===== src/hw/rtl/srt_pkg.sv =====
// Shared types and codes for the segment reassembly tracker.
// No dependencies.
package srt_pkg;

    localparam logic [2:0] OP_SEG_BYTE  = 3'd0;
    localparam logic [2:0] OP_EMPTY_SEG = 3'd1;
    localparam logic [2:0] OP_TICK      = 3'd2;
    localparam logic [2:0] OP_CLEAR     = 3'd3;
    localparam logic [2:0] OP_READ      = 3'd4;

    localparam logic [2:0] ST_OK        = 3'd0;
    localparam logic [2:0] ST_FULL      = 3'd1;
    localparam logic [2:0] ST_TOO_LONG  = 3'd2;
    localparam logic [2:0] ST_INCOMPL   = 3'd3;
    localparam logic [2:0] ST_BEYOND    = 3'd4;

    typedef enum logic [2:0] {
        S_IDLE,
        S_EXEC,
        S_WINIT,
        S_WALK,
        S_RD1,
        S_RD2,
        S_OUT
    } t_state;

    // command from the sequencer to every cell
    typedef struct packed {
        logic clear;
        logic wr;
        logic walk_init;
        logic walk_step;
    } t_cell_cmd;

    // priority chains running along the cell row
    typedef struct packed {
        logic match;
        logic free;
        logic walk;
        logic rd;
    } t_chain;

endpackage


===== src/hw/rtl/srt_cell.sv =====
// One slot of the segment table: valid, start offset, length, walk mark.
// Depends on srt_pkg.
module srt_cell import srt_pkg::*; #(
    parameter int LW = 11
) (
    input  logic            i_clk,
    input  logic            i_rst_n,
    input  t_cell_cmd       i_cmd,
    input  logic            i_wr_sel,
    input  logic [31:0]     i_wr_start,
    input  logic [LW-1:0]   i_wr_len,
    input  logic [31:0]     i_key,
    input  logic [32:0]     i_covered,
    input  logic [13:0]     i_idx,
    input  t_chain          i_chain,
    output t_chain          o_chain,
    output t_chain          o_sel,
    output logic            o_valid,
    output logic [31:0]     o_start,
    output logic [LW-1:0]   o_len,
    output logic [LW-1:0]   o_rd_off
);
    logic          r_valid, r_seen;
    logic [31:0]   r_start;
    logic [LW-1:0] r_len;
    t_chain        w_mine;
    logic [31:0]   w_diff;

    assign w_diff = {18'd0, i_idx} - r_start;

    always_comb begin
        w_mine.match = r_valid && (r_start == i_key);
        w_mine.free  = !r_valid;
        w_mine.walk  = r_valid && !r_seen && ({1'b0, r_start} == i_covered);
        w_mine.rd    = r_valid && (r_len != '0) && ({18'd0, i_idx} >= r_start)
                       && (w_diff < {{(32-LW){1'b0}}, r_len});
        o_sel   = w_mine & ~i_chain;
        o_chain = w_mine | i_chain;
    end

    always_ff @(posedge i_clk) begin
        if (!i_rst_n || i_cmd.clear) begin
            r_valid <= 1'b0;
            r_seen  <= 1'b0;
        end else begin
            if (i_cmd.wr && i_wr_sel) begin
                r_valid <= 1'b1;
            end
            if (i_cmd.walk_init) begin
                r_seen <= 1'b0;
            end else if (i_cmd.walk_step && o_sel.walk) begin
                r_seen <= 1'b1;
            end
        end
    end

    always_ff @(posedge i_clk) begin
        if (i_cmd.wr && i_wr_sel) begin
            r_start <= i_wr_start;
            r_len   <= i_wr_len;
        end
    end

    assign o_valid  = r_valid;
    assign o_start  = r_start;
    assign o_len    = r_len;
    assign o_rd_off = w_diff[LW-1:0];
endmodule


===== config.mk =====
export PLATFORM = sky130hd
export DESIGN_NAME = srt_cell
export DESIGN_NICKNAME = d
export VERILOG_FILES = /design/src/hw/rtl/srt_pkg.sv /design/src/hw/rtl/srt_cell.sv
export SDC_FILE = /design/constraint.sdc
export NUM_CORES = 1
export LEC_CHECK = 0
export ABC_AREA = 1
export BUFFER_PORTS_ARGS = -buffer_cell sky130_fd_sc_hd__buf_2
export CAP_MARGIN = 20
export CORE_UTILIZATION = 52
export CTS_CLUSTER_SIZE = 14
export DETAILED_ROUTE_END_ITERATION = 10
export HOLD_SLACK_MARGIN = 0.08
export PLACE_DENSITY = 0.87
export SYNTH_ARGS = -nofsm -noshare
export SYNTH_HDL_FRONTEND = slang
export SYNTH_SLANG_ARGS = --single-unit

===== constraint.sdc =====
create_clock -name i_clk -period 5.7 [get_ports i_clk]
set_input_delay 1.14 -clock i_clk [delete_from_list [all_inputs] [get_ports i_clk]]
set_output_delay 1.14 -clock i_clk [all_outputs]
set_load 0.05 [all_outputs]

==> impl_metrics.yaml <==
power:
  pwr_density_cell_nw_per_um2: 217
  p_leak_nw: 2.95
  vdd_drop_max_mv: 0.211
place:
  dp.cells: 927
  place.port_buffers: 195
  place_ws_ps: 813
  routabilityCongestion: 0.988
  dpl.hpwl_um: 13600
grt:
  grt_max_degree: 44
  antenna_found_initial: 1
  grt-ovfl-total: 0
  grt_pass1_wl_um: 23900
  grt_pass1_vias: 4968
  grt_use_total_pct: 36.6
worst_setup_path:
  crit_fanout: 5
  path_class: "primary input to output pin"
  crit_path_end_kind: "output pin"
  arrival_ps: 3780
  worst-endpoint-required_ps: 4560
  startpoint: "i_idx[2]"
  start_kind: "primary input"
  timing.rr.start: "o_start[31]"
flow_run:
  max_cap_violations: 0
floorplanning:
  initial_utilization_pct: 54.8
  dieArea_um2: 8640
  die_w_um: 93.0
  io_pins: 196
  core_area_um2: 7850
  die_y_um: 93.0
  num_rows: 32
logic_synthesis:
  syn_inst: 629
  synthDistinctLibCells: 37
  synth_nets: 787
  ys_seq_elements: 45
  syn_area_um2: 4300
  synth-seq-area-share_pct: 30.9
  ys_warn_count: 0
  syn_area_per_cell_um2: 6.84
clock_network:
  cts_tree: "built"
  numCtsBuffers: 5
  post_cts_resized: 0
  clock_sinks: 45
  insertion_delay_ps: 300
  cts_root_buf: "clkbuf_8"
  h-tree-depth: 2
  post-cts-setup-buffer-count: 0
  cts.clk_slew.worst_paths_ps: 90
  ctsHoldBuffers: 0
  clk_path_buf_depth: 2
timing:
  setup_violations: 0
  fin_crit_sh_pct: 86.4
  setup_tns_ps: 0
  fin_ws_ps: 778
  fin_crit_ps: 4920
  tightest_slew_ps: 580
  rsz0062_at_grt: "false"
  timing.fmax_mhz: 203
  timing.final.hold_violations: 0
  skew_ps: 5.81
  max-slew-margin-rel_pct: 61.3
  slew_violations: 0
layout:
  fillCellCount: 721
  final_cells: 936
  area_growth_pct: 28.4
  nets: 990
  drive_above_1_share_pct: 29.7
route:
  routedWlPerCell_um: 17.0
  num_vias: 5108
  drc_errors: 0
  postRouteAntennaNets: 0
  drtIter0Drc: 285
  finalWirelength_um: 15900
  routed_via_density: 5.46
  dr.pass1.iters: 5
hold_path:
  min_path_type: "flop to flop"
  hp-start: "r_seen"
status:
  outcome: "finished, final reports clean"
worst max-delay path, stage by stage:
cell and delay, ps:
buf_2 110, ha_1 350, a21oi_1 190, nand2_1 190, nand2_1 110, nand2_1 150, xor2_1 240, ha_1 280
a21oi_1 160, o21a_1 140, nand2_1 60, nand4_1 90, nand2_1 70, nor2_2 70, nand2_1 90, nor2_2 80
buf_2 260
cells in the mapped netlist, drive strengths merged:
cell / n / area, µm²
a211oi: 1 / 7.51
a21boi: 1 / 11.3
a21oi: 17 / 96.4
a221oi: 1 / 8.76
a22o: 1 / 8.76
and2: 1 / 8.76
and3: 3 / 18.8
dfxtp: 2 / 40.0
edfxtp: 43 / 1290
fa: 1 / 20.0
ha: 24 / 300
inv: 116 / 435
nand2: 195 / 757
nand3: 46 / 230
nand3b: 2 / 15.0
nand4: 20 / 125
nor2: 57 / 246
nor3: 17 / 95.1
nor3b: 3 / 22.5
nor4: 6 / 37.5
o2111ai: 2 / 17.5
o211ai: 1 / 7.51
o21a: 1 / 7.51
o21ai: 12 / 60.1
o22ai: 6 / 37.5
or2: 16 / 100
or4: 1 / 7.51
xnor2: 16 / 140
xor2: 17 / 149
report_power, final:
part | internal (mW) | total (mW) | leakage [nW] | switching, mW
clock | 0.129 | 0.246 | 0.0518 | 0.116
combinational | 0.162 | 0.543 | 2.48 | 0.381
sequential | 0.387 | 0.412 | 0.420 | 0.0253
total | 0.679 | 1.20 | 2.95 | 0.523
final timing paths:
| check | end | slack [ps] | cells past startpoint |
|---|---|---|---|
| setup / recovery | o_sel[0] | 780 | 17 |
| hold / removal | r_seen | 480 | 2 |
| setup reg to reg | r_seen | 4030 | 9 |
| hold reg to reg | r_seen | 480 | 2 |
per-layer routing:
metal  track usage, %  wire (µm)  vias to the layer above  share of wire (%)
li1                 -          -                     2446                  -
met1             43.3       6030                     2318                 38
met2             63.8       7890                      289                 50
met3             6.40       1340                       55                8.4
met4             17.3        670                        0                4.2
met5                0          0                        -                  0
stage by stage:
stage          power, mW  cell area, µm²  utilization (%)  hold slack [ps]
2_1_floorplan      0.781            4300                -              439
3_3_place_gp       0.941            5410             69.0              453
3_5_place_dp       0.954            5410             69.0              472
4_1_cts             1.19            5520             70.4              485
5_1_grt             1.26            5530             70.4              513
6_report            1.20            5530             70.4              484
cell families after synthesis:
| family | share of synthesized area (%) |
|---|---|
| xor gates and xnor gates | 6.72 |
| AOI/OAI and AO/OA | 6.11 |
| buffers and inverters | 10.1 |
| DFF | 30.9 |
| adders and majority gates | 7.44 |
| and+or+nand+nor | 38.7 |
cell usage in the layout, fill, tap and decap left out, types with 7 or more instances in the layout:
master / count
nand2_2: 7
inv_2: 9
a21oi_1: 16
nor2_1: 50
ha_1: 24
xor2_1: 17
buf_2: 195
nand2_1: 187
edfxtp_1: 43
inv_1: 107
o21ai_0: 12
nand4_1: 20
xnor2_1: 16
nand3_1: 46
or2_2: 15
nor3_1: 15
registers in the layout (all words and copies together), names as in the netlist:
signal	flops
o_len	11
r_seen	1
o_valid	1
o_start	32
cell type report:
class	instances	area, µm²	share of cell area, %
Antenna cell	1	2.50	0.0453
Clock buffer	5	68.8	1.25
Timing Repair Buffer	196	983	17.8
Inverter	116	435	7.88
Clock inverter	3	41.3	0.747
Tap cell	102	128	2.31
Multi-Input combinational cell	468	2540	45.9
Sequential cell	45	1330	24.1
(Power assumes the default switching activity.)
